--- src/hdl/lsd_pkg.sv ---
// ---------------------------------------------------------------------------
// Laser spot shot detector package
// Field widths, register indexes and the packed beat layouts.
// ---------------------------------------------------------------------------
package lsd_pkg;

	localparam int GREY_W  = 8;
	localparam int COORD_W = 12;
	localparam int SEG_W   = 2;
	localparam int CNT_W   = 8;
	localparam int CIDX_W  = 3;
	localparam int CDATA_W = 12;
	localparam int IN_W    = 40;
	localparam int OUT_W   = 40;

	localparam logic [CIDX_W-1:0] REG_THRESHOLD = 3'd0;
	localparam logic [CIDX_W-1:0] REG_BACKOFF   = 3'd1;
	localparam logic [CIDX_W-1:0] REG_AREA_X1   = 3'd2;
	localparam logic [CIDX_W-1:0] REG_AREA_Y1   = 3'd3;
	localparam logic [CIDX_W-1:0] REG_AREA_X2   = 3'd4;
	localparam logic [CIDX_W-1:0] REG_AREA_Y2   = 3'd5;

	localparam logic [GREY_W-1:0] THRESHOLD_RST = 8'd220;
	localparam logic [CNT_W-1:0]  BACKOFF_RST   = 8'd10;

	typedef struct packed {
		logic [SEG_W-1:0]   segment_label;
		logic [COORD_W-1:0] pixel_y;
		logic [COORD_W-1:0] pixel_x;
		logic [GREY_W-1:0]  grey_level;
	} pixel_t;

	typedef struct packed {
		logic [GREY_W-1:0]  peak_level;
		logic [SEG_W-1:0]   spot_segment;
		logic [COORD_W-1:0] spot_y;
		logic [COORD_W-1:0] spot_x;
		logic               target_hit;
		logic               shot_fired;
	} result_t;

	localparam int PIX_W = $bits(pixel_t);
	localparam int RES_W = $bits(result_t);

endpackage

--- src/hdl/laser_spot_shot_detector_unit.sv ---
// ---------------------------------------------------------------------------
// Laser spot shot detector
// Tracks the brightest pixel of each frame and reports shots and hits.
// ---------------------------------------------------------------------------
// Pixels enter on the s_axis channel in raster order, one beat per pixel,
// with s_axis_tlast high on the last pixel of a frame. Each frame end
// yields exactly one result beat on the m_axis channel; other pixels yield
// none. Registers are written through the cfg channel, which is always
// ready, and should only be changed while no frame is in flight.
// A pixel is captured in an input register, and from there the peak
// tracker and the shot decision update the state and, on a frame end,
// load the result register, which holds the result beat until the
// receiver takes it. One pixel is taken every cycle; only a frame end
// waits, and only while the result register still holds a beat that the
// receiver has not taken, so a stalled receiver holds the input back by
// at most one frame end. Reset clears both valid flags, empties the
// back-off counter, marks the next pixel as a frame start and loads the
// register reset values (threshold 220, back-off 10, rectangle at zero).
// ---------------------------------------------------------------------------
module laser_spot_shot_detector_unit (
	input  logic                          clk,
	input  logic                          arst_n,
	input  logic                          s_axis_tvalid,
	output logic                          s_axis_tready,
	// grey_level, pixel_x, pixel_y, segment_label, zero fill
	input  logic [lsd_pkg::IN_W-1:0]      s_axis_tdata,
	input  logic                          s_axis_tlast,
	output logic                          m_axis_tvalid,
	input  logic                          m_axis_tready,
	// shot_fired, target_hit, spot_x, spot_y, spot_segment, peak_level, zero fill
	output logic [lsd_pkg::OUT_W-1:0]     m_axis_tdata,
	input  logic                          cfg_valid,
	output logic                          cfg_ready,
	input  logic [lsd_pkg::CIDX_W-1:0]    cfg_index,
	input  logic [lsd_pkg::CDATA_W-1:0]   cfg_data
);

	logic [lsd_pkg::GREY_W-1:0]  threshold_q;
	logic [lsd_pkg::CNT_W-1:0]   backoff_frames_q;
	logic [lsd_pkg::COORD_W-1:0] area_x1_q, area_y1_q, area_x2_q, area_y2_q;

	logic                        valid_s1;
	logic                        last_s1;
	lsd_pkg::pixel_t             pix_s1;

	logic [lsd_pkg::GREY_W-1:0]  peak_q;
	logic [lsd_pkg::COORD_W-1:0] peak_x_q, peak_y_q;
	logic [lsd_pkg::SEG_W-1:0]   peak_seg_q;
	logic [lsd_pkg::CNT_W-1:0]   backoff_q;
	logic                        frame_start_q;

	logic                        out_valid_q;
	lsd_pkg::result_t            out_q;

	logic                        out_free;
	logic                        advance;
	logic                        take;
	logic                        replace;
	logic [lsd_pkg::GREY_W-1:0]  new_peak;
	logic [lsd_pkg::COORD_W-1:0] new_x, new_y;
	logic [lsd_pkg::SEG_W-1:0]   new_seg;
	logic [lsd_pkg::COORD_W-1:0] x_lo, x_hi, y_lo, y_hi;
	logic                        shot;
	logic                        in_rect;
	logic                        hit;
	logic [lsd_pkg::CNT_W-1:0]   backoff_load;
	logic [lsd_pkg::CNT_W-1:0]   backoff_next;

	assign cfg_ready = 1'b1;

	always_ff @(posedge clk or negedge arst_n) begin
		if (!arst_n) begin
			threshold_q      <= lsd_pkg::THRESHOLD_RST;
			backoff_frames_q <= lsd_pkg::BACKOFF_RST;
			area_x1_q        <= '0;
			area_y1_q        <= '0;
			area_x2_q        <= '0;
			area_y2_q        <= '0;
		end else if (cfg_valid && cfg_ready) begin
			case (cfg_index)
				lsd_pkg::REG_THRESHOLD: threshold_q      <= cfg_data[lsd_pkg::GREY_W-1:0];
				lsd_pkg::REG_BACKOFF:   backoff_frames_q <= cfg_data[lsd_pkg::CNT_W-1:0];
				lsd_pkg::REG_AREA_X1:   area_x1_q        <= cfg_data;
				lsd_pkg::REG_AREA_Y1:   area_y1_q        <= cfg_data;
				lsd_pkg::REG_AREA_X2:   area_x2_q        <= cfg_data;
				lsd_pkg::REG_AREA_Y2:   area_y2_q        <= cfg_data;
				default: ;
			endcase
		end
	end

	assign out_free      = !out_valid_q || m_axis_tready;
	assign advance       = !valid_s1 || !last_s1 || out_free;
	assign s_axis_tready = advance;
	assign take          = valid_s1 && advance;

	always_ff @(posedge clk or negedge arst_n) begin
		if (!arst_n) begin
			valid_s1 <= 1'b0;
		end else if (advance) begin
			valid_s1 <= s_axis_tvalid;
		end
	end

	always_ff @(posedge clk) begin
		if (advance && s_axis_tvalid) begin
			pix_s1  <= s_axis_tdata[lsd_pkg::PIX_W-1:0];
			last_s1 <= s_axis_tlast;
		end
	end

	assign replace  = frame_start_q || (pix_s1.grey_level > peak_q);
	assign new_peak = replace ? pix_s1.grey_level    : peak_q;
	assign new_x    = replace ? pix_s1.pixel_x       : peak_x_q;
	assign new_y    = replace ? pix_s1.pixel_y       : peak_y_q;
	assign new_seg  = replace ? pix_s1.segment_label : peak_seg_q;

	assign x_lo = (area_x1_q < area_x2_q) ? area_x1_q : area_x2_q;
	assign x_hi = (area_x1_q < area_x2_q) ? area_x2_q : area_x1_q;
	assign y_lo = (area_y1_q < area_y2_q) ? area_y1_q : area_y2_q;
	assign y_hi = (area_y1_q < area_y2_q) ? area_y2_q : area_y1_q;

	assign shot    = (new_peak > threshold_q) && (backoff_q == '0);
	assign in_rect = (new_x >= x_lo) && (new_x <= x_hi) && (new_y >= y_lo) && (new_y <= y_hi);
	assign hit     = shot && (in_rect || (new_seg != '0));

	always_comb begin
		backoff_load = shot ? backoff_frames_q : backoff_q;
		if (backoff_load != '0) begin
			backoff_next = backoff_load - 1'b1;
		end else begin
			backoff_next = '0;
		end
	end

	always_ff @(posedge clk or negedge arst_n) begin
		if (!arst_n) begin
			frame_start_q <= 1'b1;
			backoff_q     <= '0;
		end else if (take) begin
			frame_start_q <= last_s1;
			if (last_s1) begin
				backoff_q <= backoff_next;
			end
		end
	end

	always_ff @(posedge clk) begin
		if (take) begin
			peak_q     <= new_peak;
			peak_x_q   <= new_x;
			peak_y_q   <= new_y;
			peak_seg_q <= new_seg;
		end
	end

	always_ff @(posedge clk or negedge arst_n) begin
		if (!arst_n) begin
			out_valid_q <= 1'b0;
		end else if (out_free) begin
			out_valid_q <= take && last_s1;
		end
	end

	always_ff @(posedge clk) begin
		if (take && last_s1) begin
			out_q.shot_fired   <= shot;
			out_q.target_hit   <= hit;
			out_q.spot_x       <= new_x;
			out_q.spot_y       <= new_y;
			out_q.spot_segment <= new_seg;
			out_q.peak_level   <= new_peak;
		end
	end

	assign m_axis_tvalid = out_valid_q;
	assign m_axis_tdata  = {{(lsd_pkg::OUT_W-lsd_pkg::RES_W){1'b0}}, out_q};

endmodule

--- config.mk ---
export PLATFORM = sky130hd
export DESIGN_NAME = laser_spot_shot_detector_unit
export DESIGN_NICKNAME = d
export VERILOG_FILES = /design/src/hdl/lsd_pkg.sv /design/src/hdl/laser_spot_shot_detector_unit.sv
export SDC_FILE = /design/constraint.sdc
export NUM_CORES = 1
export LEC_CHECK = 0
export BUFFER_PORTS_ARGS = -buffer_cell sky130_fd_sc_hd__buf_2
export CORE_ASPECT_RATIO = 0.9
export CORE_MARGIN = 1.5
export CORE_UTILIZATION = 30
export DETAILED_ROUTE_END_ITERATION = 8
export REMOVE_ABC_BUFFERS = 1
export SETUP_SLACK_MARGIN = 0.15
export SKIP_LAST_GASP = 1
export SYNTH_ARGS = -nofsm -noshare
export SYNTH_HDL_FRONTEND = slang
export SYNTH_SLANG_ARGS = --single-unit
export TNS_END_PERCENT = 50
--- constraint.sdc ---
create_clock -name clk -period 4.13 [get_ports clk]
set_input_delay 0.413 -clock clk [delete_from_list [all_inputs] [get_ports clk]]
set_output_delay 0.413 -clock clk [all_outputs]
set_load 0.01 [all_outputs]
Yosys cells after proc, flatten, opt, wreduce, memory -nomap -nowiden
Cells that the tools add are included.
- add/sub/neg operators: 1
- order comparisons: 8
- equal/unequal tests: 5
- multiplexer cells: 10
- reduce and logical (&&, ||, !) cells: 27
- operators by type and width (kind ; number):
    2-to-1 mux 12 bit ; 6
    greater-or-equal comparator 12 bit ; 2
    <= comparator 12 bit ; 2
    less-than comparator 12 bit ; 2
    2-to-1 mux 8 bit ; 3
    > comparator 8 bit ; 2
    AND reduction 2 bit ; 7
    logical AND 1 bit ; 8
    logical NOT 8 bit ; 1
    nonzero test 8 bit ; 1
    subtractor 8 x 1 -> 8 bit, second input constant ; 1
    == test 3 x 2 -> 1 bit, second input constant ; 2
    == test 3 bit, second input constant ; 2
    logical OR 1 bit ; 5
    == test 3 x 1 -> 1 bit, second input constant ; 1
    logical NOT 1 bit ; 3
    logical NOT 3 bit ; 1
    2-to-1 mux 2 bit ; 1
    nonzero test 2 bit ; 1
- flip-flop bits (word level): 180
- input port bits: 61
- output and inout port bits: 43
- logic and storage cells: 76

Logic depth before layout (Yosys ltp)
- depth in word-level cells: 9
- gate-level depth with buffers: 24
- depth with buffers taken out: 22

Least setup slack after synthesis
OpenSTA, ideal clock, no wires.
- kind: register to register
- start point: reg pix_s1[1] (netlist name)
- end point: reg backoff_q[5] (netlist name)
- library setup time: 0.121 ns
- arrival time: 4.052 ns
- data required time: 4.009 ns
- path slack: -0.043 ns
- stages on the path, launching flop included: 21
- path buffers: 2
- period minus slack after synthesis: 4.173 ns
- cells stage by stage: edfxtp_1 > ha_1 > nor2b_1 > o21a_1 > o21ai_1 > a21oi_1 > nor2_4 > buf_2 > mux2_2 > ha_1 > a211oi_1 > a21oi_1 > o21ai_4 > inv_2 > buf_6 > a21oi_1 > ha_1 > nand3_1 > a21oi_2 > o21ai_0 > a22o_1
- longest elaborated chain between the ends: 8
- elaborated cells on any way between the ends: 9
- classes of those cells: 1 x add/sub; 2 x order compare; 3 x mux; 3 x reduce/logical
- ends and longest elaborated chain (element ; RTL line ; RTL):
    start, declared ; laser_spot_shot_detector_unit.sv:44 ; lsd_pkg::pixel_t pix_s1;
    start signal, assigned ; laser_spot_shot_detector_unit.sv:107 ; pix_s1 <= s_axis_tdata[lsd_pkg::PIX_W-1:0];
    > comparator 8 bit (*) ; laser_spot_shot_detector_unit.sv:112 ; assign replace = frame_start_q || (pix_s1.grey_level > peak_q);
    logical OR 1 bit (*) ; laser_spot_shot_detector_unit.sv:112 ;
    2-to-1 mux 8 bit (*) ; laser_spot_shot_detector_unit.sv:113 ; assign new_peak = replace ? pix_s1.grey_level : peak_q;
    via new_peak (one bit) ; laser_spot_shot_detector_unit.sv:59 ; logic [lsd_pkg::GREY_W-1:0] new_peak;
    > comparator 8 bit (*) ; laser_spot_shot_detector_unit.sv:123 ; assign shot = (new_peak > threshold_q) && (backoff_q == '0);
    logical AND 1 bit (*) ; laser_spot_shot_detector_unit.sv:123 ;
    via shot ; laser_spot_shot_detector_unit.sv:63 ; logic shot;
    2-to-1 mux 8 bit (*) ; laser_spot_shot_detector_unit.sv:128 ; backoff_load = shot ? backoff_frames_q : backoff_q;
    subtractor 8 x 1 -> 8 bit / nonzero test 8 bit (equally long branches) ; laser_spot_shot_detector_unit.sv:130, laser_spot_shot_detector_unit.sv:129 ;
    2-to-1 mux 8 bit (*) ; laser_spot_shot_detector_unit.sv:129 ; if (backoff_load != '0) begin
    end signal, assigned ; laser_spot_shot_detector_unit.sv:143 ; backoff_q <= backoff_next;
    end, declared ; laser_spot_shot_detector_unit.sv:49 ; logic [lsd_pkg::CNT_W-1:0] backoff_q;
Mark *: on every way through the listed nets, which the timed path passes. The rest lies on a longest branch.
A chain may end at the register's enable or synchronous reset.

Worst setup path after layout
- start point: reg pix_s1[7] (netlist name)
- end point: reg backoff_q[4] (netlist name)
- longest elaborated chain between the ends: 8
- elaborated cells on any way between the ends: 9
- classes of those cells: 1 x add/sub; 2 x order compare; 3 x mux; 3 x reduce/logical
- ends and longest elaborated chain (element ; RTL line):
    > comparator 8 bit ; laser_spot_shot_detector_unit.sv:112
    logical OR 1 bit ; laser_spot_shot_detector_unit.sv:112
    2-to-1 mux 8 bit (*) ; laser_spot_shot_detector_unit.sv:113
    via new_peak (one bit) ; laser_spot_shot_detector_unit.sv:59
    > comparator 8 bit (*) ; laser_spot_shot_detector_unit.sv:123
    logical AND 1 bit (*) ; laser_spot_shot_detector_unit.sv:123
    2-to-1 mux 8 bit (*) ; laser_spot_shot_detector_unit.sv:128
    subtractor 8 x 1 -> 8 bit / nonzero test 8 bit (equally long branches) ; laser_spot_shot_detector_unit.sv:130, laser_spot_shot_detector_unit.sv:129
    2-to-1 mux 8 bit (*) ; laser_spot_shot_detector_unit.sv:129
Marks and branches as above.

==> flow_metrics.tcl <==
set metrics [dict create \
    run_status "finished, final reports clean" \
    clk_pin_slew_ns 0.07 \
    detail_route.iter0.violations 276 \
    cts-buffers-inserted 17 \
    hpwl_um 14700 \
    cp-end-kind "register" \
    io_buffers 92 \
    wire_per_inst_um 16.6 \
    clock_path_buffers 2 \
    dr_total_vias 5952 \
    synth-compound-area-share_pct 8.98 \
    die_y_um 170 \
    stdcell_count 1269 \
    grt_pass1_wl_um 33800 \
    power_density_nw_per_um2 580 \
    crit_type "reg -> reg" \
    cts_sinks 180 \
    dp_slack_ns -0.235 \
    crit_required_ns 4.43 \
    synthMuxAreaShare_pct 15.1 \
    fin_ws_ns 0.0764 \
    power_frac_comb_pct 38.2 \
    initial_core_util_pct 30.8 \
    fin_setup_tns_ns 0 \
    cts_htree_levels 4 \
    p_int_mw 4.38 \
    yosysWarnings 0 \
    power_switching_mw 2.22 \
    firstDrtPassIters 5 \
    synth-seq-area-share_pct 54.1 \
    fp-row-count 60 \
    hold-worst-slack_ns 0.138 \
    cts_tree "yes" \
    synth_commonest_cells "edfxtp_1 (105), ha_1 (88), mux2_2 (82), dfrtp_1 (67), mux2i_1 (48)" \
    wl_um 21100 \
    pwr-share-clk_pct 23.9 \
    yosys.area.top_type "edfxtp_1" \
    peakVddDrop_uv 308 \
    hold_path_class "in -> async" \
    ant_nets 0 \
    rr_startpoint "pix_s1[7]" \
    vias_per_cell 4.69 \
    holdBufCountCts 0 \
    gp_congestion 0.786 \
    post-synth-top-count-cell "edfxtp_1" \
    cap_viol_max_count 0 \
    fmax_mhz 247 \
    setup_violations 0 \
    synthFlopType "edfxtp_1" \
    core-area_um2 30200 \
    cp_max_fo 4 \
    synth_xor_area_share_pct 0.0941 \
    reg2reg_depth 22 \
    drive_gt1_share_pct 36.0 \
    timing.final.crit_period_ns 4.05 \
    first_global_vias 6085 \
    placed_area_um2 10500 \
    pin_count 104 \
    clock_skew_ns 0.0148 \
    synth_area_leaders "edfxtp_1 (34%), dfrtp_1 (18%), ha_1 (12%)" \
    syn_area_um2 9310 \
    grt_overflow 0 \
    synth.top_cell.area_share_pct 33.9 \
    tightest_slew_ns 1.04 \
    drc 0 \
    grt_max_degree 76 \
    sw_frac_of_total_pct 33.7 \
    reg2reg_to "backoff_q[4]" \
    slew_headroom_pct 30.4 \
    root_buffer "clkbuf_16" \
    synth_edf_count 105 \
    fin_nets 1001 \
    seq_power_share_pct 37.9 \
    dp.cells 1223 \
    ys_seq_elements 180 \
    synth_top_family_by_area "multiplexers" \
    antenna_found_initial 1 \
    fin_crit_sh_pct 98.1 \
    finalHoldViolCount 0 \
    yosys.area_share.adder_pct 11.8 \
    final_area_um2 11400 \
    netlist-cell-type-count 65 \
    drv_slew 0 \
    r2r_slack_ns 0.08 \
    clk_latency_ns 0.44 \
    worstPathArrival_ns 4.36 \
    area_growth_pct 22.3 \
    postSynthAreaPerCell_um2 13.2 \
    dieArea_um2 32100 \
    synth_simple_gate_area_share_pct 6.59 \
    leakagePower_nw 4.80 \
    postSynthCellCount 704 \
    crit_path_start_kind "register" \
    async_flop_share_pct 41.7 \
    rsz0062_at_grt "true" \
    die_w_um 189 \
    grt.total_usage_pct 13.8 \
]
-- cell usage in the layout, fill, tap and decap left out, types with 3 or more instances in the layout --
master,count
buf_4,46
o21a_1,3
nand2_2,3
clkbuf_16,17
nor3_1,4
o21ai_0,31
mux2i_1,48
a22o_1,3
a21oi_1,21
a21oi_4,4
dfstp_2,8
buf_12,3
inv_6,4
dfrtp_1,67
nand2b_1,6
nor3_2,4
nor2b_1,8
buf_6,3
o21ai_2,5
o21ai_1,4
nand4_1,10
ha_1,82
o2111ai_1,3
mux2_4,3
buf_2,91
nor2_1,16
a211oi_1,6
clkinv_4,4
conb_1,5
inv_1,41
edfxtp_1,105
a21o_1,12
nand3_1,12
a21oi_2,5
ha_4,5
nand2_1,33
mux2_2,79
-- registers in the layout, indices dropped and copies added, names as in the netlist --
register / flops
threshold_q: 8
backoff_frames_q: 8
frame_start_q: 1
peak_y_q: 12
m_axis_tdata: 36
peak_q: 8
valid_s1: 1
area_x2_q: 12
peak_seg_q: 2
area_y1_q: 12
last_s1: 1
area_y2_q: 12
area_x1_q: 12
peak_x_q: 12
m_axis_tvalid: 1
backoff_q: 8
pix_s1: 34
-- how the worst max path moves through the flow --
stage,startpoint,endpoint
2_1_floorplan,pix_s1[1],backoff_q[5]
3_3_place_gp,pix_s1[7],backoff_q[4]
3_5_place_dp,pix_s1[7],backoff_q[4]
4_1_cts,pix_s1[1],m_axis_tdata[1]
5_1_grt,pix_s1[1],backoff_q[6]
6_report,pix_s1[7],backoff_q[4]
-- worst max-delay path: stages, from the launching register on --
cell	delay [ns]
edfxtp_1	0.43
ha_4	0.31
nand2_1	0.06
o21ai_2	0.19
mux2i_1	0.12
a21oi_2	0.19
nor2_4	0.07
buf_6	0.13
buf_16	0.12
mux2_4	0.32
ha_4	0.27
and4_4	0.21
nand4_1	0.13
and2_4	0.18
o21ai_4	0.07
inv_4	0.07
a21oi_4	0.21
ha_2	0.21
nand3_2	0.07
a21oi_4	0.22
buf_6	0.14
nand2b_4	0.13
o21ai_2	0.06
-- timing repair --
action / in CTS / in global routing
cloned: 1 / 0
gates resized for setup: 42 / 10
buffers inserted: 8 / 4
endpoints found under the setup margin: 9 / 9
pin swaps: 18 / 11
-- logic make-up after synthesis --
group	count (synthesis)
other	2
XOR/XNOR	1
buffers and inverters	63
AO/OA/AOI/OAI	123
adder cells (fa/ha/maj)	88
multiplexers	130
flip-flops	180
AND/OR/NAND/NOR	117
-- final cells by class --
| class | instances | area, um^2 |
|---|---|---|
| Multi-Input combinational cell | 464 | 4180 |
| Tap cell | 403 | 504 |
| Clock buffer | 19 | 433 |
| Antenna cell | 1 | 2.50 |
| Inverter | 44 | 168 |
| Timing Repair Buffer | 145 | 937 |
| Sequential cell | 180 | 5040 |
| Fill cell | 2922 | 18800 |
| Clock inverter | 13 | 124 |
-- power by group through the flow --
stage,combinational [mW],clock [mW],sequential [mW]
2_1_floorplan,1.58,0,2.48
3_3_place_gp,2.25,0,2.51
3_5_place_dp,2.30,0,2.52
4_1_cts,2.51,1.63,2.50
5_1_grt,2.84,1.69,2.55
6_report,2.52,1.58,2.50
-- stage by stage --
step / power [mW] / util (%)
2_1_floorplan: 4.06 / -
3_3_place_gp: 4.76 / 34.7
3_5_place_dp: 4.82 / 34.7
4_1_cts: 6.64 / 37.5
5_1_grt: 7.08 / 37.7
6_report: 6.60 / 37.7
-- routing by layer --
metal	wire length [um]	track usage [%]	vias to the layer above
li1	-	-	2940
met1	10600	19.4	2893
met2	9420	21.3	104
met3	777	2.83	15
met4	272	4.07	0
met5	0	0	-
No activity file was read; power rests on OpenSTA's default activity.
